<file path="config.mk">
export PLATFORM = sky130hd
export DESIGN_NAME = absolute_loader_tape_deframer_core
export DESIGN_NICKNAME = d
export VERILOG_FILES = /design/src/design/abslt_pkg.sv /design/src/design/abslt_front.sv /design/src/design/abslt_back.sv /design/src/design/absolute_loader_tape_deframer_core.sv
export SDC_FILE = /design/constraint.sdc
export NUM_CORES = 1
export LEC_CHECK = 0
export ABC_AREA = 1
export BUFFER_PORTS_ARGS = -buffer_cell sky130_fd_sc_hd__buf_4
export CORE_ASPECT_RATIO = 0.5
export CORE_MARGIN = 3
export CORE_UTILIZATION = 65
export DETAILED_ROUTE_END_ITERATION = 7
export PLACE_DENSITY = 0.85
export SLEW_MARGIN = 10
export SYNTH_ARGS = -nofsm -noshare
export SYNTH_HDL_FRONTEND = slang
export SYNTH_HIERARCHICAL = 1
export SYNTH_SLANG_ARGS = --single-unit
</file>
<file path="constraint.sdc">
create_clock -name clk_i -period 6.03 [get_ports clk_i]
set_input_delay 0.603 -clock clk_i [delete_from_list [all_inputs] [get_ports clk_i]]
set_output_delay 0.603 -clock clk_i [all_outputs]
set_load 0.1 [all_outputs]
</file>
<file path="src/design/abslt_pkg.sv">
// ----------------------------------------------------------------------------
// Absolute loader deframer package
// Shared types and constants for the front queue and the block decoder.
// ----------------------------------------------------------------------------
`default_nettype none

package abslt_pkg;

  localparam int unsigned ByteW   = 8;
  localparam int unsigned WordW   = 16;
  localparam int unsigned KindW   = 2;
  localparam int unsigned HdrLen  = 6;  // sync, count and address bytes

  typedef enum logic [KindW-1:0] {
    EV_WRITE = 2'd0,
    EV_DONE  = 2'd1,
    EV_ERROR = 2'd2
  } event_kind_e;

  // One classified tape item as it travels from the front to the back.
  typedef struct packed {
    logic [ByteW-1:0] data;
    logic             eot;
    logic             is_one;
    logic             is_zero;
  } tok_t;

endpackage : abslt_pkg

`default_nettype wire

</file>
<file path="src/design/abslt_front.sv">
// ----------------------------------------------------------------------------
// Absolute loader front end
// Accept tape items, classify each byte and hold them in a two-entry queue.
// ----------------------------------------------------------------------------
`default_nettype none

module abslt_front
  import abslt_pkg::*;
(
  input  wire logic             clk_i,
  input  wire logic             rst_ni,
  input  wire logic             in_valid_i,
  output logic                  in_stall_o,
  input  wire logic [ByteW-1:0] tape_byte_i,
  input  wire logic             end_of_tape_i,
  output logic                  tok_valid_o,
  output tok_t                  tok_o,
  input  wire logic             tok_pop_i
);

  tok_t       mem_q [2];
  logic       wr_ptr_q, rd_ptr_q;
  logic [1:0] cnt_q;
  logic       push, pop;
  tok_t       tok_in;

  assign in_stall_o  = (cnt_q == 2'd2);
  assign tok_valid_o = (cnt_q != 2'd0);
  assign tok_o       = mem_q[rd_ptr_q];

  assign push = in_valid_i && !in_stall_o;
  assign pop  = tok_pop_i && tok_valid_o;

  always_comb begin
    tok_in.data    = tape_byte_i;
    tok_in.eot     = end_of_tape_i;
    tok_in.is_one  = (tape_byte_i == 8'd1);
    tok_in.is_zero = (tape_byte_i == 8'd0);
  end

  always_ff @(posedge clk_i) begin
    if (push) begin
      mem_q[wr_ptr_q] <= tok_in;
    end
  end

  always_ff @(posedge clk_i or negedge rst_ni) begin
    if (!rst_ni) begin
      wr_ptr_q <= 1'b0;
      rd_ptr_q <= 1'b0;
      cnt_q    <= 2'd0;
    end else begin
      if (push) wr_ptr_q <= ~wr_ptr_q;
      if (pop)  rd_ptr_q <= ~rd_ptr_q;
      if (push && !pop)      cnt_q <= cnt_q + 2'd1;
      else if (pop && !push) cnt_q <= cnt_q - 2'd1;
    end
  end

endmodule : abslt_front

`default_nettype wire

</file>
<file path="src/design/abslt_back.sv">
// ----------------------------------------------------------------------------
// Absolute loader back end
// Walk the block format one item a cycle while the output is not stalled, and register the resulting event.
// ----------------------------------------------------------------------------
`default_nettype none

module abslt_back
  import abslt_pkg::*;
(
  input  wire logic             clk_i,
  input  wire logic             rst_ni,
  input  wire logic             tok_valid_i,
  input  wire tok_t             tok_i,
  output logic                  tok_pop_o,
  output logic                  out_valid_o,
  input  wire logic             out_stall_i,
  output logic [KindW-1:0]      event_kind_o,
  output logic [WordW-1:0]      write_address_o,
  output logic [ByteW-1:0]      write_data_o
);

  typedef enum logic [2:0] {
    PH_SYNC_LO, PH_SYNC_HI, PH_CNT_LO, PH_CNT_HI,
    PH_ADR_LO,  PH_ADR_HI,  PH_DATA,   PH_CKSUM
  } phase_e;

  phase_e           phase_q, phase_d;
  logic [ByteW-1:0] sum_q, sum_d, sum_add;
  logic [WordW-1:0] cnt_q, cnt_d;
  logic [WordW-1:0] addr_q, addr_d;
  logic [ByteW-1:0] low_q, low_d;
  logic [WordW-1:0] word;

  logic             ev_fire;
  event_kind_e      ev_kind;
  logic [WordW-1:0] ev_addr;
  logic [ByteW-1:0] ev_data;

  logic             out_valid_q;
  event_kind_e      kind_q;
  logic [WordW-1:0] addr_out_q;
  logic [ByteW-1:0] data_out_q;
  logic             step;

  // Take an item whenever the output register is empty or being emptied.
  assign step      = tok_valid_i && (!out_valid_q || !out_stall_i);
  assign tok_pop_o = step;
  assign sum_add   = sum_q + tok_i.data;
  assign word      = {tok_i.data, low_q};

  always_comb begin
    phase_d = phase_q;
    sum_d   = sum_q;
    cnt_d   = cnt_q;
    addr_d  = addr_q;
    low_d   = low_q;
    ev_fire = 1'b0;
    ev_kind = EV_WRITE;
    ev_addr = '0;
    ev_data = '0;

    if (tok_i.eot) begin
      ev_fire = 1'b1;
      ev_kind = (phase_q == PH_SYNC_LO || phase_q == PH_SYNC_HI) ? EV_DONE : EV_ERROR;
    end else begin
      sum_d = sum_add;
      unique case (phase_q)
        PH_SYNC_LO: begin
          if (tok_i.is_one) begin
            sum_d   = 8'd1;
            phase_d = PH_SYNC_HI;
          end else begin
            sum_d   = '0;
          end
        end
        PH_SYNC_HI: begin
          if (tok_i.is_zero) begin
            phase_d = PH_CNT_LO;
          end else begin
            phase_d = PH_SYNC_LO;
            sum_d   = '0;
          end
        end
        PH_CNT_LO: begin
          low_d   = tok_i.data;
          phase_d = PH_CNT_HI;
        end
        PH_CNT_HI: begin
          cnt_d   = word;
          phase_d = PH_ADR_LO;
        end
        PH_ADR_LO: begin
          low_d   = tok_i.data;
          phase_d = PH_ADR_HI;
        end
        PH_ADR_HI: begin
          if (tok_i.is_zero && low_q == 8'd1) begin
            ev_fire = 1'b1;
            ev_kind = EV_DONE;
          end else if (cnt_q == '0) begin
            phase_d = PH_SYNC_LO;
            sum_d   = '0;
          end else if (cnt_q < WordW'(HdrLen)) begin
            ev_fire = 1'b1;
            ev_kind = EV_ERROR;
          end else begin
            cnt_d   = cnt_q - WordW'(HdrLen);
            addr_d  = word;
            phase_d = (cnt_q == WordW'(HdrLen)) ? PH_CKSUM : PH_DATA;
          end
        end
        PH_DATA: begin
          addr_d  = addr_q + 16'd1;
          cnt_d   = cnt_q - 16'd1;
          if (cnt_q == 16'd1) phase_d = PH_CKSUM;
          ev_fire = 1'b1;
          ev_kind = EV_WRITE;
          ev_addr = addr_q;
          ev_data = tok_i.data;
        end
        PH_CKSUM: begin
          if (sum_add != '0) begin
            ev_fire = 1'b1;
            ev_kind = EV_ERROR;
          end else begin
            phase_d = PH_SYNC_LO;
            sum_d   = '0;
          end
        end
        default: phase_d = PH_SYNC_LO;
      endcase
    end

    // Drop all block state after a done or error event.
    if (ev_fire && ev_kind != EV_WRITE) begin
      phase_d = PH_SYNC_LO;
      sum_d   = '0;
      cnt_d   = '0;
      addr_d  = '0;
      low_d   = '0;
    end
  end

  always_ff @(posedge clk_i or negedge rst_ni) begin
    if (!rst_ni) begin
      phase_q     <= PH_SYNC_LO;
      sum_q       <= '0;
      cnt_q       <= '0;
      addr_q      <= '0;
      low_q       <= '0;
      out_valid_q <= 1'b0;
      kind_q      <= EV_WRITE;
      addr_out_q  <= '0;
      data_out_q  <= '0;
    end else begin
      if (step) begin
        phase_q <= phase_d;
        sum_q   <= sum_d;
        cnt_q   <= cnt_d;
        addr_q  <= addr_d;
        low_q   <= low_d;
        out_valid_q <= ev_fire;
        if (ev_fire) begin
          kind_q     <= ev_kind;
          addr_out_q <= ev_addr;
          data_out_q <= ev_data;
        end
      end else if (!out_stall_i) begin
        out_valid_q <= 1'b0;
      end
    end
  end

  assign out_valid_o     = out_valid_q;
  assign event_kind_o    = kind_q;
  assign write_address_o = addr_out_q;
  assign write_data_o    = data_out_q;

endmodule : abslt_back

`default_nettype wire

</file>
<file path="src/design/absolute_loader_tape_deframer_core.sv">
// ----------------------------------------------------------------------------
// Absolute loader tape deframer
// Turn a paper-tape byte stream in absolute-loader block format into memory
// byte writes and a final done or error event.
// ----------------------------------------------------------------------------
// Usage:
//   Input channel: in_valid_i / in_stall_o carry one tape item (tape_byte_i,
//   end_of_tape_i) per transfer. Output channel: out_valid_o / out_stall_i
//   carry one event (event_kind_o, write_address_o, write_data_o).
//   Kind EV_WRITE is a byte write; EV_DONE ends the load (address 1 block or
//   end of tape while hunting for sync); EV_ERROR flags a bad count, a bad
//   checksum or a tape that ends inside a block. Address and data read zero
//   for the last two kinds.
//   Throughput: one item per cycle unless the receiver stalls; the decoder takes an item at each step.
//   Path: an item is written into the front queue when it is transferred, and
//   is decoded into the output register when the decoder takes it, which a
//   receiver stall can delay; the event is then offered on the output.
//   Reset: the queue empties and the decoder returns to the sync search; no
//   clearing pass is needed. After a done or error event the decoder
//   returns to the same state, ready for a new tape.
//   Receiver stall: the output register holds its event, the decoder stops
//   taking items, the two-entry front queue fills and then raises in_stall_o.
// ----------------------------------------------------------------------------
`default_nettype none

module absolute_loader_tape_deframer_core
  import abslt_pkg::*;
(
  input  wire logic             clk_i,
  input  wire logic             rst_ni,
  input  wire logic             in_valid_i,
  output logic                  in_stall_o,
  input  wire logic [ByteW-1:0] tape_byte_i,
  input  wire logic             end_of_tape_i,
  output logic                  out_valid_o,
  input  wire logic             out_stall_i,
  output logic [KindW-1:0]      event_kind_o,
  output logic [WordW-1:0]      write_address_o,
  output logic [ByteW-1:0]      write_data_o
);

  // Classified items between the front queue and the decoder.
  logic tok_valid;
  logic tok_pop;
  tok_t tok;

  // Front: accept and classify, buffer so that the decoder may stall alone.
  abslt_front u_front (
    .clk_i         (clk_i),
    .rst_ni        (rst_ni),
    .in_valid_i    (in_valid_i),
    .in_stall_o    (in_stall_o),
    .tape_byte_i   (tape_byte_i),
    .end_of_tape_i (end_of_tape_i),
    .tok_valid_o   (tok_valid),
    .tok_o         (tok),
    .tok_pop_i     (tok_pop)
  );

  // Back: advance the block format and register one event per item at most.
  abslt_back u_back (
    .clk_i           (clk_i),
    .rst_ni          (rst_ni),
    .tok_valid_i     (tok_valid),
    .tok_i           (tok),
    .tok_pop_o       (tok_pop),
    .out_valid_o     (out_valid_o),
    .out_stall_i     (out_stall_i),
    .event_kind_o    (event_kind_o),
    .write_address_o (write_address_o),
    .write_data_o    (write_data_o)
  );

endmodule : absolute_loader_tape_deframer_core

`default_nettype wire
</file>
* Word level (Yosys, flattened, before mapping)
Memory sizes are Yosys's and may differ from the RTL's.
Cells that the tools add are included.
** Storage, ports and cells
- Bits in registers :: 82
- RAM bits :: 22
- Bits of input ports :: 13
- Output and inout port bits :: 28
- Logic and storage cells :: 131
- Memories kept :: 1
** Operators by class
- Add/sub/neg operators :: 6
- Magnitude comparators :: 1
- Equal/unequal tests :: 21
- Multiplexer cells :: 57
- Bitwise logic cells :: 2
- Reductions and logical operators :: 31
** Memories
- u_front.mem_q :: words 2, bits a word 11, read ports 1, clocked after Yosys merged registers in 0, wr ports 1, RTL line abslt_front.sv:21 : tok_t mem_q [2];
** Operators by type and width (count)
- 16-bit 2-to-1 mux :: 12
- 8-bit 2-to-1 mux :: 11
- 16-bit case mux with 3 select lines :: 1
- 16-bit case mux with 2 select lines :: 1
- 8-bit case mux with 4 select lines :: 1
- 3-bit 2-to-1 mux :: 8
- 3-bit case mux with 8 select lines :: 1
- 2-bit 2-to-1 mux :: 9
- 16-bit by 1-bit adder with 16-bit output, second input constant :: 1
- 16-bit by 1-bit equality test with 1-bit output, second input constant :: 1
- 16-bit by 3-bit equality test with 1-bit output, second input constant :: 1
- 8-bit by 1-bit equality test with 1-bit output, second input constant :: 2
- 16-bit logical NOT :: 1
- 16-bit by 3-bit < comparator with 1-bit output, second input constant :: 1
- 16-bit by 1-bit subtractor with 16-bit output, second input constant :: 1
- 16-bit by 3-bit subtractor with 16-bit output, second input constant :: 1
- 3-bit inequality test, second input constant :: 5
- 3-bit equality test, second input constant :: 4
- 6-bit AND reduction :: 2
- 1-bit 2-to-1 mux :: 11
- 8-bit adder :: 1
- 8-bit logical NOT :: 1
- 2-bit nonzero test :: 4
- 8-bit nonzero test :: 1
- other kinds (21) :: 36

* Logic depth before layout (Yosys ltp)
Gate-level depths: netlist of run 1.
- Word-level depth :: 10
- Mapped depth :: 22
- Depth with buffers taken out :: 20

* Cells and area by module
Netlist of run 1, hierarchy kept.
** Modules (own cells, without submodules)
- abslt_back :: times used 1, cells each 801, area each 5380.2 um^2, sequential area each 1951.9 um^2
- abslt_front :: times used 1, cells each 98, area each 1077.3 um^2, sequential area each 760.7 um^2

* Worst setup path before layout of run 1
Ideal clock, no wire load.
- Path kind :: register to register
- From :: reg u_front.rd_ptr_q
- To :: reg u_back.kind_q[0] (netlist: u_back/event_kind_o[0])
- Setup time :: 0.076 ns
- Arrival :: 2.812 ns
- Data required time :: 5.954 ns
- Setup slack :: 3.142 ns
- Stages on the path, launching flop included :: 18
- Buffers on the path :: 2
- Period minus slack after synthesis :: 2.888 ns
- Cell sequence :: dfrtp_1 inv_2 buf_2 nand2_1 nand2_1 ha_1 fa_1 or2_2 nor2_1 nand3_1 nor2_1 nand2_1 nand2_2 nand4_4 o21ai_4 buf_2 nand2_1 o21ai_1
** RTL lines
- start, declared :: RTL line abslt_front.sv:22 : logic wr_ptr_q, rd_ptr_q;
- start signal, assigned :: RTL line abslt_front.sv:54 : if (pop) rd_ptr_q <= ~rd_ptr_q;
- end signal, assigned :: RTL line abslt_back.sv:164 : kind_q <= ev_kind;
- end, declared :: RTL line abslt_back.sv:40 : event_kind_e kind_q;

==> tab_implementation.tex, run 1 <==
\begin{tabular}{lr}
\hline
Metric & Value \\
\hline
\multicolumn{2}{l}{\textbf{Floorplanning}} \\
\quad Die extent in y & between 70 and 80 um \\
\quad Number of core rows & 25 \\
\quad Initial Utilization & about 68\% \\
\quad Total Die Area & about 11,000 um2 \\
\quad I/O pin cnt & 41 \\
\quad Placeable core region & 9540 um2 \\
\quad Die boundary width & $\sim$150 um \\
\multicolumn{2}{l}{\textbf{GRT}} \\
\quad Largest net degree at the start of global routing & 83 \\
\quad Global router's overall resource usage & between 30\% and 40\% \\
\quad Antenna violations before repair & 0 \\
\quad Global-route wire length before repair & 28,000 um \\
\quad Vias in the first global route & 5,775 \\
\quad Final global-route overflow total & 0 \\
\multicolumn{2}{l}{\textbf{Pwr}} \\
\quad Power density cells & about 530 nW/um2 \\
\quad Worst voltage drop across the vdd grid & roughly 0.28 mV \\
\quad Power, Total & 3.73 mW \\
\quad Leakage power figure & 3.38 nW \\
\multicolumn{2}{l}{\textbf{Placement}} \\
\quad Detailed placement HPWL & 11,400 um \\
\quad Placed cell areas & 6800 um2 \\
\quad Cell count after placement & 1,045 \\
\quad GP Congestion & roughly 0.97 \\
\quad Count of buffers from port buffering & 40 \\
\multicolumn{2}{l}{\textbf{STA}} \\
\quad Final critical-path required period & about 4600 ps \\
\quad Final max-slew violation count & 0 \\
\quad Clock Skews & 11.1 ps \\
\quad RSZ-0062 raised after global routing & false \\
\quad Setup total negative slack & 0 ps \\
\quad Top achievable clock speed & 219 MHz \\
\quad Final cycle utilization of the critical path & 75.6\% \\
\quad Slew at the pin with the worst max-slew slack & $\sim$1200 ps \\
\quad Final setup violation count & 0 \\
\quad Number of failing hold endpoints at the final stage & 0 \\
\quad Max transition margin & 19.7\% \\
\multicolumn{2}{l}{\textbf{CTS}} \\
\quad Number of buffers created by CTS & 9 \\
\quad Number of sinks handled by clock tree synthesis & around 100 \\
\quad Clock input transition at the sequential cells of the worst setup and hold paths & 70 ps \\
\quad Post-CTS Hold Buffers & 0 \\
\quad Insertion delay of the later-clocked pin in the worst-skew pair & about 350 ps \\
\quad Max Buffers Root-to-Sink & 2 \\
\quad Resized Gates After CTS & 0 \\
\quad Maximum level of the CTS H-tree & 3 \\
\quad Clock root buffer master & sky130\_fd\_sc\_hd\_\_clkbuf\_16 \\
\quad Clock tree from TritonCTS & done \\
\quad Total setup buffers inserted after CTS & 0 \\
\multicolumn{2}{l}{\textbf{Flow run}} \\
\quad Max Cap Violations & 0 \\
\multicolumn{2}{l}{\textbf{Critical path}} \\
\quad CP endpoint kind & flip-flop \\
\quad Worst reg2reg path depth & 18 \\
\quad Top fanout value on the critical path & 53 \\
\quad Data required time at the worst endpoint & 6300 ps \\
\quad Startpoint kind of the worst setup timing path & flip-flop \\
\quad Critical path start-end classification & reg -> reg \\
\quad Arrival time at the worst endpoint & 4820 ps \\
\multicolumn{2}{l}{\textbf{Run status}} \\
\quad Run status & complete, but fails checks \\
\quad Failing checks & DRC \\
\multicolumn{2}{l}{\textbf{Cells and area}} \\
\quad Area occupied by registers & 2710 um2 \\
\quad Synth-to-layout area growth & 9.73\% \\
\quad Ant. Diodes & 0 \\
\quad Most common cell after layout, fill and taps aside & sky130\_fd\_sc\_hd\_\_nand2\_1 \\
\quad Number of filler cells placed in the layout & 747 \\
\quad Cell area after layout & $\sim$7100 um2 \\
\quad Most used cells in the layout excluding fill and tap cells & 291 x sky130\_fd\_sc\_hd\_\_nand2\_1, 87 x sky130\_fd\_sc\_hd\_\_nor2\_1, 82 x sky130\_fd\_sc\_hd\_\_dfrtp\_1, 77 x sky130\_fd\_sc\_hd\_\_inv\_1, 64 x sky130\_fd\_sc\_hd\_\_o21ai\_0 \\
\quad Footprint of the multi-input gates & $\sim$3300 um2 \\
\quad Final net count & between 900 and 1,000 \\
\quad Fraction of layout cells with a size suffix above 1 & 9.29\% \\
\quad Number of standard cells in the layout, taps in and fillers out & 1,061 \\
\quad Layout Utilization & around 74\% \\
\multicolumn{2}{l}{\textbf{Route}} \\
\quad WL/cell & 15.8 um \\
\quad Max layer used & met4 \\
\quad DRT Pass-1 Iters & 8 \\
\quad Post-route ant nets & 0 \\
\quad Total length of routed met3 wires & 1790 um \\
\quad Sum of met2 wire segment lengths after detailed routing & 7090 um \\
\quad Detailed Route Iter0 Violations & 845 \\
\quad Wire length after detailed routing & roughly 17,000 um \\
\quad Mean number of vias per cell & slightly below 6 \\
\quad DRC viols & 5 \\
\quad Count of vias placed by the detailed router & roughly 6,300 \\
\quad M1 WL & between 7000 and 8000 um \\
\multicolumn{2}{l}{\textbf{Synthesis}} \\
\quad Synthesis Warnings & 6 \\
\quad Flip-flop and latch count after synthesis & 104 \\
\quad Post-synthesis adder-cell area fraction & between 3 and 4\% \\
\quad Largest family of logic cells by synthesized area & simple AND/OR/NAND/NOR gates \\
\quad Post-synthesis simple-gate area fraction & 35.6\% \\
\quad Gate count after technology mapping & 899 \\
\quad Library cell with the largest summed area after synthesis & sky130\_fd\_sc\_hd\_\_dfrtp\_1 \\
\quad Compound-Gate Fraction of Synth Area & 10.7\% \\
\quad Number of unique standard cell types used by synthesis & 40 \\
\quad Post-Synthesis Cell Area & 6460 um2 \\
\quad Portion of netlist area occupied by mux cells & 0\% \\
\quad Cell types with the largest area share after synthesis & sky130\_fd\_sc\_hd\_\_dfrtp\_1 32\%, sky130\_fd\_sc\_hd\_\_nand2\_1 17\%, sky130\_fd\_sc\_hd\_\_edfxtp\_1 10\%, sky130\_fd\_sc\_hd\_\_nor2\_1 5.1\%, sky130\_fd\_sc\_hd\_\_o21ai\_0 5.0\% \\
\quad Yosys top cell area share & a little under a third \\
\quad Xor-xnor portion of the synthesized cell area & approximately 1.4\% \\
\quad Average size of a mapped cell & roughly 7.2 um2 \\
\quad Sequential fraction of the synthesis area & a little over two fifths \\
\quad Count of flip-flops with a built-in enable after synthesis & 22 \\
\quad Synthesized netlist net count & 928 \\
\quad Prevailing post-synth register cell & sky130\_fd\_sc\_hd\_\_dfrtp\_1 \\
\quad Fraction of synthesis flops using an asynchronous set or reset pin & 78.8\% \\
\multicolumn{2}{l}{\textbf{Worst hold path}} \\
\quad Path category of the worst min-delay check & in -> async \\
\hline
\end{tabular}
-- layer usage --
metal  vias to the layer above  GRT usage (%)
met4                         0           10.2
met5                         -              0
met1                      2874           42.7
met3                        49           7.55
met2                       355           46.9
li1                       3017              -
-- logic make-up (layout without fill, tap and decap cells) --
group                      Yosys count  count (layout)
AOI/OAI and AO/OA                  130             130
adders and majority gates           16              16
xor gates and xnor gates            10              10
DFF                                104             104
and+or+nand+nor                    524             524
buffers and inverters              115             142
-- metrics by stage --
step / hold WS (ps) / setup WS, ps
finish: 432 / 1470
floorplan: 307 / 3140
CTS: 445 / 1580
global placement: 472 / 1830
global route: 438 / 1080
detailed placement: 479 / 1600
-- sequential cells by signal, indices dropped and copies added, names as in the netlist, 3 cells and up --
| register | count |
|---|---|
| u_back/addr_q | 16 |
| u_back/phase_q | 3 |
| u_back/low_q | 8 |
| u_front/mem_q | 22 |
| u_back/sum_q | 8 |
| u_back/write_data_o | 8 |
| u_back/write_address_o | 16 |
| u_back/cnt_q | 16 |
-- final timing paths --
kind                                   startpoint                         end  slack, ps
setup / recovery                 u_front/rd_ptr_q  u_back/write_address_o[13]       1470
hold / removal                             rst_ni      u_back/write_data_o[6]        430
setup reg to reg                 u_front/rd_ptr_q  u_back/write_address_o[13]       1470
hold reg to reg            u_back/write_data_o[6]      u_back/write_data_o[6]        490
max in group asynchronous                  rst_ni            u_front/cnt_q[0]       4910
min in group clk_i                  end_of_tape_i         u_front/mem_q[1][2]        440
-- cells in the mapped netlist, types with 2 or more instances --
cell                       instances
sky130_fd_sc_hd__inv_2             5
sky130_fd_sc_hd__nand3_1          61
sky130_fd_sc_hd__inv_1            77
sky130_fd_sc_hd__o21ai_1          33
sky130_fd_sc_hd__edfxtp_1         22
sky130_fd_sc_hd__nand3b_1          2
sky130_fd_sc_hd__nor2_2            4
sky130_fd_sc_hd__buf_2            17
sky130_fd_sc_hd__a21oi_1          20
sky130_fd_sc_hd__ha_1             15
sky130_fd_sc_hd__nand2_1         291
sky130_fd_sc_hd__o311ai_0          2
sky130_fd_sc_hd__nor3_1           14
sky130_fd_sc_hd__or2_2             4
sky130_fd_sc_hd__nand2_2           6
sky130_fd_sc_hd__nor2_1           87
sky130_fd_sc_hd__o22ai_1           2
sky130_fd_sc_hd__nand3_2           2
sky130_fd_sc_hd__nand4_4           2
sky130_fd_sc_hd__clkbuf_1         13
sky130_fd_sc_hd__dfrtp_1          82
sky130_fd_sc_hd__nor4_1            4
sky130_fd_sc_hd__nand4_1          44
sky130_fd_sc_hd__a31oi_1           3
sky130_fd_sc_hd__xor2_1            6
sky130_fd_sc_hd__o21ai_0          64
sky130_fd_sc_hd__xnor2_1           4
-- critical path, cell delays in order, from the launching register on --
cell	delay, ps
sky130_fd_sc_hd__dfrtp_1	570
sky130_fd_sc_hd__inv_2	180
sky130_fd_sc_hd__nand2_1	90
sky130_fd_sc_hd__nand2_1	160
sky130_fd_sc_hd__ha_1	300
sky130_fd_sc_hd__fa_1	440
sky130_fd_sc_hd__nand2_1	100
sky130_fd_sc_hd__nand3_1	90
sky130_fd_sc_hd__nand3_1	110
sky130_fd_sc_hd__nand2_1	60
sky130_fd_sc_hd__nand2_1	50
sky130_fd_sc_hd__nand2_1	50
sky130_fd_sc_hd__nor2_1	130
sky130_fd_sc_hd__nand2_1	110
sky130_fd_sc_hd__nand2_2	120
sky130_fd_sc_hd__nand4_4	470
sky130_fd_sc_hd__o21ai_4	1140
sky130_fd_sc_hd__nand2_1	140
sky130_fd_sc_hd__o21ai_1	130
-- power by group --
part | leakage [nW] | internal (mW) | switching [mW] | total [mW]
sequential | 1.32 | 0.905 | 0.218 | 1.12
clock | 0.139 | 0.298 | 0.257 | 0.555
combinational | 1.92 | 0.569 | 1.49 | 2.06
total | 3.38 | 1.77 | 1.96 | 3.73
-- layout make-up --
| cell class | instances | area share, % |
|---|---|---|
| multi-input cells | 680 | 46.4 |
| flip-flops and latches | 104 | 38.3 |
| repair buffers | 43 | 4.56 |
| inverters | 83 | 4.40 |
| clock buffers | 12 | 3.50 |
| well taps | 135 | 2.38 |
| clock inverters | 4 | 0.477 |
(Power assumes the default switching activity.)
==> inputs of run 2 (changes only) <==
--- a/config.mk
+++ b/config.mk
@@ -9,9 +9,9 @@
 export BUFFER_PORTS_ARGS = -buffer_cell sky130_fd_sc_hd__buf_4
 export CORE_ASPECT_RATIO = 0.5
 export CORE_MARGIN = 3
-export CORE_UTILIZATION = 65
+export CORE_UTILIZATION = 56
 export DETAILED_ROUTE_END_ITERATION = 7
-export PLACE_DENSITY = 0.85
+export PLACE_DENSITY = 0.77
 export SLEW_MARGIN = 10
 export SYNTH_ARGS = -nofsm -noshare
 export SYNTH_HDL_FRONTEND = slang
==> constraint.sdc (replaced) <==
create_clock -name clk_i -period 3.9 [get_ports clk_i]
set_input_delay 0.39 -clock clk_i [delete_from_list [all_inputs] [get_ports clk_i]]
set_output_delay 0.39 -clock clk_i [all_outputs]
set_load 0.1 [all_outputs]
==> run 2 against run 1 <==
Net effect: core utilization down 9.6 points; critical path depth increased by 2; hold slack got worse by 200 ps; die area grew 15%; non-clock buffer count is 10 higher; maximum frequency grew 27%; total power grew 57%; critical path type unchanged; global-route usage shrank 2.5 points; highest routed layer unchanged; via count fell by 0.54%; final cell count rose by 1.8%; the flow now finishes without violations; sequential cell count stayed put.
==> tab_implementation.tex, run 2 (synthesis gave the netlist of run 1 again) <==
\begin{tabular}{lr}
\hline
Metric & Value \\
\hline
\multicolumn{2}{l}{\textbf{Placement}} \\
\quad GP Congestion & 1.00 (was 0.966) \\
\quad Detailed placement HPWL & 12,500 um (was 11,400 um) \\
\quad Count of buffers from port buffering & 40 (unchanged) \\
\multicolumn{2}{l}{\textbf{Floorplanning}} \\
\quad Total Die Area & 12,900 um2 (was 11,200 um2) \\
\quad Number of core rows & 27 (was 25) \\
\quad Die extent in y & 81.9 um (was 76.5 um) \\
\quad I/O pin cnt & 41 (unchanged) \\
\quad Placeable core region & 11,100 um2 (was 9540 um2) \\
\quad Initial Utilization & 58.1\% (was 67.7\%) \\
\quad Die boundary width & 158 um (was 147 um) \\
\multicolumn{2}{l}{\textbf{CTS}} \\
\quad Total setup buffers inserted after CTS & 0 (unchanged) \\
\quad Clock root buffer master & sky130\_fd\_sc\_hd\_\_clkbuf\_16 (unchanged) \\
\quad Clock input transition at the sequential cells of the worst setup and hold paths & 70 ps (about the same) \\
\quad Post-CTS Hold Buffers & 0 (unchanged) \\
\quad Resized Gates After CTS & 0 (unchanged) \\
\quad Max Buffers Root-to-Sink & 2 (unchanged) \\
\quad Number of sinks handled by clock tree synthesis & 104 (unchanged) \\
\quad Insertion delay of the later-clocked pin in the worst-skew pair & 340 ps (was 350 ps) \\
\quad Number of buffers created by CTS & 9 (unchanged) \\
\quad Clock tree from TritonCTS & done (unchanged) \\
\quad Maximum level of the CTS H-tree & 3 (unchanged) \\
\multicolumn{2}{l}{\textbf{Pwr}} \\
\quad Power, Total & 5.86 mW (was 3.73 mW) \\
\quad Leakage power figure & 3.43 nW (was 3.38 nW) \\
\quad Power density cells & 816 nW/um2 (was 527 nW/um2) \\
\quad Worst voltage drop across the vdd grid & 0.463 mV (was 0.279 mV) \\
\multicolumn{2}{l}{\textbf{GRT}} \\
\quad Antenna violations before repair & 0 (unchanged) \\
\quad Vias in the first global route & 5,789 (was 5,775) \\
\quad Global router's overall resource usage & 28.0\% (was 30.5\%) \\
\quad Largest net degree at the start of global routing & 83 (unchanged) \\
\quad Final global-route overflow total & 0 (unchanged) \\
\quad Global-route wire length before repair & 28,600 um (was 28,000 um) \\
\multicolumn{2}{l}{\textbf{Route}} \\
\quad WL/cell & 16.2 um (was 15.8 um) \\
\quad DRT Pass-1 Iters & 6 (was 8) \\
\quad Post-route ant nets & 0 (unchanged) \\
\quad Mean number of vias per cell & 5.80 (was 5.93) \\
\quad Wire length after detailed routing & 17,500 um (was 16,700 um) \\
\quad Count of vias placed by the detailed router & 6,261 (was 6,295) \\
\quad Detailed Route Iter0 Violations & 598 (was 845) \\
\quad DRC viols & 0 (was 5) \\
\multicolumn{2}{l}{\textbf{Critical path}} \\
\quad Startpoint kind of the worst setup timing path & flip-flop (unchanged) \\
\quad Arrival time at the worst endpoint & 3830 ps (was 4820 ps) \\
\quad Top fanout value on the critical path & 22 (was 53) \\
\quad Critical path start-end classification & reg -> reg (unchanged) \\
\quad Data required time at the worst endpoint & 4130 ps (was 6300 ps) \\
\quad CP endpoint kind & flip-flop (unchanged) \\
\multicolumn{2}{l}{\textbf{STA}} \\
\quad Setup total negative slack & 0 ps (unchanged) \\
\quad Final max-slew violation count & 0 (unchanged) \\
\quad Final setup violation count & 0 (unchanged) \\
\quad Final critical-path required period & 3600 ps (was 4560 ps) \\
\quad Final cycle utilization of the critical path & 92.4\% (was 75.6\%) \\
\quad Top achievable clock speed & 278 MHz (was 219 MHz) \\
\quad Clock Skews & 6.37 ps (was 11.1 ps) \\
\quad Max transition margin & 30.2\% (was 19.7\%) \\
\quad Slew at the pin with the worst max-slew slack & 1050 ps (was 1200 ps) \\
\quad Number of failing hold endpoints at the final stage & 0 (unchanged) \\
\quad RSZ-0062 raised after global routing & false (unchanged) \\
\quad Final hold slack & 229 ps (was 432 ps) \\
\multicolumn{2}{l}{\textbf{Worst hold path}} \\
\quad Path category of the worst min-delay check & in -> reg (was in -> async) \\
\multicolumn{2}{l}{\textbf{Cells and area}} \\
\quad Fraction of layout cells with a size suffix above 1 & 10.3\% (was 9.29\%) \\
\quad Most used cells in the layout excluding fill and tap cells & 291 x sky130\_fd\_sc\_hd\_\_nand2\_1, 87 x sky130\_fd\_sc\_hd\_\_nor2\_1, 82 x sky130\_fd\_sc\_hd\_\_dfrtp\_1, 77 x sky130\_fd\_sc\_hd\_\_inv\_1, 64 x sky130\_fd\_sc\_hd\_\_o21ai\_0 (unchanged) \\
\quad Layout Utilization & 64.6\% (was 74.3\%) \\
\quad Register ranked first by flip-flop count & u\_front/mem\_q (unchanged) \\
\quad Most common cell after layout, fill and taps aside & sky130\_fd\_sc\_hd\_\_nand2\_1 (unchanged) \\
\quad Max reg flops & 22 (unchanged) \\
\quad Final net count & 960 (was 950) \\
\quad Synth-to-layout area growth & 11.2\% (was 9.73\%) \\
\quad Ant. Diodes & 0 (unchanged) \\
\multicolumn{2}{l}{\textbf{Flow run}} \\
\quad Max Cap Violations & 0 (unchanged) \\
\multicolumn{2}{l}{\textbf{Run status}} \\
\quad Run status & completed (was complete, but fails checks) \\
\hline
\end{tabular}
[run 2: cell count changes in the layout (fill, tap and decap cells not counted)]
cell,change
sky130_fd_sc_hd__buf_12,+1
sky130_fd_sc_hd__buf_4,+9
sky130_fd_sc_hd__clkbuf_1,-1
sky130_fd_sc_hd__clkbuf_2,-1
sky130_fd_sc_hd__clkinv_2,+1
sky130_fd_sc_hd__clkinv_4,+1
sky130_fd_sc_hd__clkinvlp_4,-1
[run 2: final cells by class]
type                    instances  area (um2)
inverters                      83         312
clock buffers                  10         239
well taps                     145         181
fillers                       981        3930
flip-flops and latches        104        2710
multi-input cells             680        3290
clock inverters                 5        40.0
repair buffers                 53         410
[run 2: path summary, 6_finish.rpt]
path	startpoint	endpoint	slack (ps)	depth (start not counted)
max	u_front/rd_ptr_q	u_back/addr_q[15]	300	20
min	end_of_tape_i	u_front/mem_q[1][2]	230	1
max reg2reg	u_front/rd_ptr_q	u_back/addr_q[15]	300	20
min reg2reg	u_back/write_address_o[7]	u_back/write_address_o[7]	490	2
max in group asynchronous	rst_ni	u_front/wr_ptr_q	3000	1
min in group asynchronous	rst_ni	u_back/write_address_o[11]	240	1
[run 2: report_power, final]
group / leakage [nW] / switching [mW] / internal (mW)
Sequential: 1.32 / 0.339 / 1.40
Combinational: 1.98 / 2.31 / 0.941
Clock: 0.141 / 0.411 / 0.455
Total: 3.43 / 3.06 / 2.79
[run 2: through the flow]
step	instance area, um2	instances	setup WS, ps
2_1_floorplan	6460	899	1010
3_3_place_gp	6900	1065	471
3_5_place_dp	6900	1065	397
4_1_cts	7180	1080	357
5_1_grt	7180	1080	31.4
6_report	7180	1080	297
[run 2: per-layer routing]
layer | vias to the layer above | routed length [um] | global-route usage, %
met5 | - | 0 | 0
met4 | 0 | 280 | 6.75
met3 | 40 | 1620 | 7.95
met2 | 296 | 7660 | 45.5
met1 | 2883 | 7920 | 37.4
li1 | 3042 | - | -
[run 2: worst max-delay path, stage by stage, from the launching register on]
cell                      delay, ps
sky130_fd_sc_hd__dfrtp_1        570
sky130_fd_sc_hd__inv_2          180
sky130_fd_sc_hd__nand2_1         90
sky130_fd_sc_hd__nand2_1        140
sky130_fd_sc_hd__ha_1           280
sky130_fd_sc_hd__fa_1           430
sky130_fd_sc_hd__nand2_1         90
sky130_fd_sc_hd__nand3_1         80
sky130_fd_sc_hd__nand3_1        110
sky130_fd_sc_hd__nand2_1         60
sky130_fd_sc_hd__nand2_1         60
sky130_fd_sc_hd__nand2_1         60
sky130_fd_sc_hd__nor2_1         120
sky130_fd_sc_hd__nand2_1        110
sky130_fd_sc_hd__nand2_2        130
sky130_fd_sc_hd__nand2_1         80
sky130_fd_sc_hd__nand2_1        120
sky130_fd_sc_hd__nand4_4        260
sky130_fd_sc_hd__buf_4          320
sky130_fd_sc_hd__nand4_1        110
sky130_fd_sc_hd__nand2_1         70
==> inputs of run 3 (changes only) <==
--- a/config.mk
+++ b/config.mk
@@ -11,7 +11,7 @@
 export CORE_MARGIN = 3
 export CORE_UTILIZATION = 56
 export DETAILED_ROUTE_END_ITERATION = 7
-export PLACE_DENSITY = 0.77
+export PLACE_DENSITY = 0.81
 export SLEW_MARGIN = 10
 export SYNTH_ARGS = -nofsm -noshare
 export SYNTH_HDL_FRONTEND = slang
==> run 3 against run 2 <==
Net effect: clock power is 12% higher; wire length increased by 0.49%; critical path depth fell by 3; worst setup slack worse by 11 ps.
==> tab_implementation.tex, run 3 (synthesis gave the netlist of run 1 again) <==
\begin{tabular}{lr}
\hline
Metric & Value \\
\hline
\multicolumn{2}{l}{\textbf{Run status}} \\
\quad Run status & completed (unchanged) \\
\multicolumn{2}{l}{\textbf{Critical path}} \\
\quad Critical path start-end classification & reg -> reg (unchanged) \\
\quad CP endpoint kind & flip-flop (unchanged) \\
\quad Data required time at the worst endpoint & 4130 ps (about the same) \\
\quad Arrival time at the worst endpoint & 3850 ps (was 3830 ps) \\
\quad Top fanout value on the critical path & 13 (was 22) \\
\quad Startpoint kind of the worst setup timing path & flip-flop (unchanged) \\
\quad Reg-to-reg setup timing slack & 290 ps (was 300 ps) \\
\quad End of the worst register-to-register path & u\_back/addr\_q[3] (was u\_back/addr\_q[15]) \\
\quad Worst reg2reg path depth & 17 (was 20) \\
\quad Reg2Reg Launch Point & u\_front/rd\_ptr\_q (unchanged) \\
\multicolumn{2}{l}{\textbf{STA}} \\
\quad RSZ-0062 raised after global routing & false (unchanged) \\
\quad Final setup violation count & 0 (unchanged) \\
\quad Setup slack after layout & 287 ps (was 297 ps) \\
\quad Clock Skews & 11.4 ps (was 6.37 ps) \\
\quad Setup total negative slack & 0 ps (unchanged) \\
\quad Final critical-path required period & 3610 ps (was 3600 ps) \\
\quad Final max-slew violation count & 0 (unchanged) \\
\quad Slew at the pin with the worst max-slew slack & 1050 ps (about the same) \\
\quad Max transition margin & 30.2\% (about the same) \\
\quad Number of failing hold endpoints at the final stage & 0 (unchanged) \\
\quad Top achievable clock speed & 277 MHz (was 278 MHz) \\
\quad Final cycle utilization of the critical path & 92.7\% (was 92.4\%) \\
\multicolumn{2}{l}{\textbf{Floorplanning}} \\
\quad Die boundary width & 158 um (unchanged) \\
\quad Die extent in y & 81.9 um (unchanged) \\
\quad Placeable core region & 11,100 um2 (unchanged) \\
\quad Number of core rows & 27 (unchanged) \\
\quad Initial Utilization & 58.1\% (unchanged) \\
\quad I/O pin cnt & 41 (unchanged) \\
\quad Total Die Area & 12,900 um2 (unchanged) \\
\multicolumn{2}{l}{\textbf{Route}} \\
\quad Total length of routed met3 wires & 1750 um (was 1620 um) \\
\quad Mean number of vias per cell & 5.91 (was 5.80) \\
\quad Count of vias placed by the detailed router & 6,388 (was 6,261) \\
\quad Max layer used & met4 (unchanged) \\
\quad Post-route ant nets & 0 (unchanged) \\
\quad DRC viols & 0 (unchanged) \\
\quad Detailed Route Iter0 Violations & 787 (was 598) \\
\quad DRT Pass-1 Iters & 8 (was 6) \\
\quad M1 WL & 7650 um (was 7920 um) \\
\quad Sum of met2 wire segment lengths after detailed routing & 7820 um (was 7660 um) \\
\quad WL/cell & 16.3 um (was 16.2 um) \\
\quad Wire length after detailed routing & 17,600 um (was 17,500 um) \\
\multicolumn{2}{l}{\textbf{CTS}} \\
\quad Clock root buffer master & sky130\_fd\_sc\_hd\_\_clkbuf\_16 (unchanged) \\
\quad Number of buffers created by CTS & 9 (unchanged) \\
\quad Insertion delay of the later-clocked pin in the worst-skew pair & 350 ps (was 340 ps) \\
\quad Max Buffers Root-to-Sink & 2 (unchanged) \\
\quad Number of sinks handled by clock tree synthesis & 104 (unchanged) \\
\quad Clock tree from TritonCTS & done (unchanged) \\
\quad Clock input transition at the sequential cells of the worst setup and hold paths & 70 ps (about the same) \\
\quad Maximum level of the CTS H-tree & 3 (unchanged) \\
\multicolumn{2}{l}{\textbf{Cells and area}} \\
\quad Register ranked first by flip-flop count & u\_front/mem\_q (unchanged) \\
\quad Synth-to-layout area growth & 12.1\% (was 11.2\%) \\
\quad Final net count & 960 (unchanged) \\
\quad Fraction of layout cells with a size suffix above 1 & 10.3\% (unchanged) \\
\quad Ant. Diodes & 0 (unchanged) \\
\quad Most common cell after layout, fill and taps aside & sky130\_fd\_sc\_hd\_\_nand2\_1 (unchanged) \\
\quad Most used cells in the layout excluding fill and tap cells & 291 x sky130\_fd\_sc\_hd\_\_nand2\_1, 87 x sky130\_fd\_sc\_hd\_\_nor2\_1, 81 x sky130\_fd\_sc\_hd\_\_dfrtp\_1, 77 x sky130\_fd\_sc\_hd\_\_inv\_1, 64 x sky130\_fd\_sc\_hd\_\_o21ai\_0 (was 291 x sky130\_fd\_sc\_hd\_\_nand2\_1, 87 x sky130\_fd\_sc\_hd\_\_nor2\_1, 82 x sky130\_fd\_sc\_hd\_\_dfrtp\_1, 77 x sky130\_fd\_sc\_hd\_\_inv\_1, 64 x sky130\_fd\_sc\_hd\_\_o21ai\_0) \\
\quad Max reg flops & 22 (unchanged) \\
\quad Number of standard cells in the layout, taps in and fillers out & 1,080 (unchanged) \\
\multicolumn{2}{l}{\textbf{Placement}} \\
\quad Detailed placement HPWL & 12,100 um (was 12,500 um) \\
\quad Cell count after placement & 1,064 (was 1,065) \\
\quad Worst slack after detailed placement & 278 ps (was 397 ps) \\
\quad Count of buffers from port buffering & 40 (unchanged) \\
\quad GP Congestion & 0.965 (was 1.00) \\
\multicolumn{2}{l}{\textbf{Pwr}} \\
\quad Power, Total & 6.00 mW (was 5.86 mW) \\
\quad Worst voltage drop across the vdd grid & 0.401 mV (was 0.463 mV) \\
\quad Leakage power figure & 3.45 nW (was 3.43 nW) \\
\quad Power density cells & 829 nW/um2 (was 816 nW/um2) \\
\multicolumn{2}{l}{\textbf{GRT}} \\
\quad Largest net degree at the start of global routing & 83 (unchanged) \\
\quad Antenna violations before repair & 0 (unchanged) \\
\quad Global router's overall resource usage & 27.6\% (was 28.0\%) \\
\quad Global-route wire length before repair & 28,300 um (was 28,600 um) \\
\quad Final global-route overflow total & 0 (unchanged) \\
\quad Vias in the first global route & 5,802 (was 5,789) \\
\multicolumn{2}{l}{\textbf{Worst hold path}} \\
\quad Path category of the worst min-delay check & in -> async (was in -> reg) \\
\multicolumn{2}{l}{\textbf{Flow run}} \\
\quad Max Cap Violations & 0 (unchanged) \\
\hline
\end{tabular}
run 3: routing by layer:
metal | vias to the layer above | track usage [%]
met5 | - | 0
met4 | 0 | 8.14
met3 | 40 | 5.63
met2 | 346 | 45.3
met1 | 2953 | 37.5
li1 | 3049 | -
run 3: what timing repair did:
action / CTS / global route
gates resized for setup: 0 / 2
hold buffers: 0 / 0
buffers inserted: 0 / 0
endpoints found under the setup margin: 0 / 28
run 3: where the power goes:
part | leakage [nW] | switching, mW | total [mW] | internal (mW)
Combinational | 1.97 | 2.36 | 3.30 | 0.943
Sequential | 1.32 | 0.328 | 1.73 | 1.40
Clock | 0.159 | 0.395 | 0.969 | 0.574
Total | 3.45 | 3.08 | 6.00 | 2.92
run 3: area by class of cell:
class | count | area, um2
multi-input combinational | 681 | 3310
sequential | 104 | 2710
clock inverter | 3 | 43.8
tap | 145 | 181
clock buffer | 12 | 279
fill | 975 | 3870
inverter | 83 | 312
timing repair buffer | 52 | 403
run 3: worst max path at each step:
stage,startpoint,end,slack (ps),depth (start not counted)
finish,u_front/rd_ptr_q,u_back/addr_q[3],290,17
global route,u_front/rd_ptr_q,u_back/addr_q[3],60,17
CTS,u_front/rd_ptr_q,u_back/cnt_q[3],190,17
detailed placement,u_front/rd_ptr_q,u_back/cnt_q[3],280,17
global placement,u_front/rd_ptr_q,u_back/cnt_q[4],440,17
floorplan,u_front/rd_ptr_q,u_back/event_kind_o[0],1010,17
run 3: metrics by stage:
step,utilization (%),hold slack [ps],cell area [um2]
after CTS,65.0,215,7220
after floorplan,-,94.4,6460
final,65.1,219,7240
after detailed placement,62.1,475,6900
after global placement,62.1,472,6900
after global routing,65.1,219,7240
run 3: critical path, stage by stage, from the launching register on:
cell and delay, ps:
sky130_fd_sc_hd__dfrtp_2 490, sky130_fd_sc_hd__inv_2 190, sky130_fd_sc_hd__nand2_1 90, sky130_fd_sc_hd__nand2_1 200
sky130_fd_sc_hd__ha_1 260, sky130_fd_sc_hd__fa_1 460, sky130_fd_sc_hd__or2_2 300, sky130_fd_sc_hd__nor2_1 110
sky130_fd_sc_hd__nand3_1 80, sky130_fd_sc_hd__nor2_1 80, sky130_fd_sc_hd__nand2_1 100, sky130_fd_sc_hd__nand2_2 120
sky130_fd_sc_hd__nand2_1 60, sky130_fd_sc_hd__nand2_1 200, sky130_fd_sc_hd__nand4_4 300, sky130_fd_sc_hd__buf_4 290
sky130_fd_sc_hd__nand4_1 80, sky130_fd_sc_hd__nand2_1 80
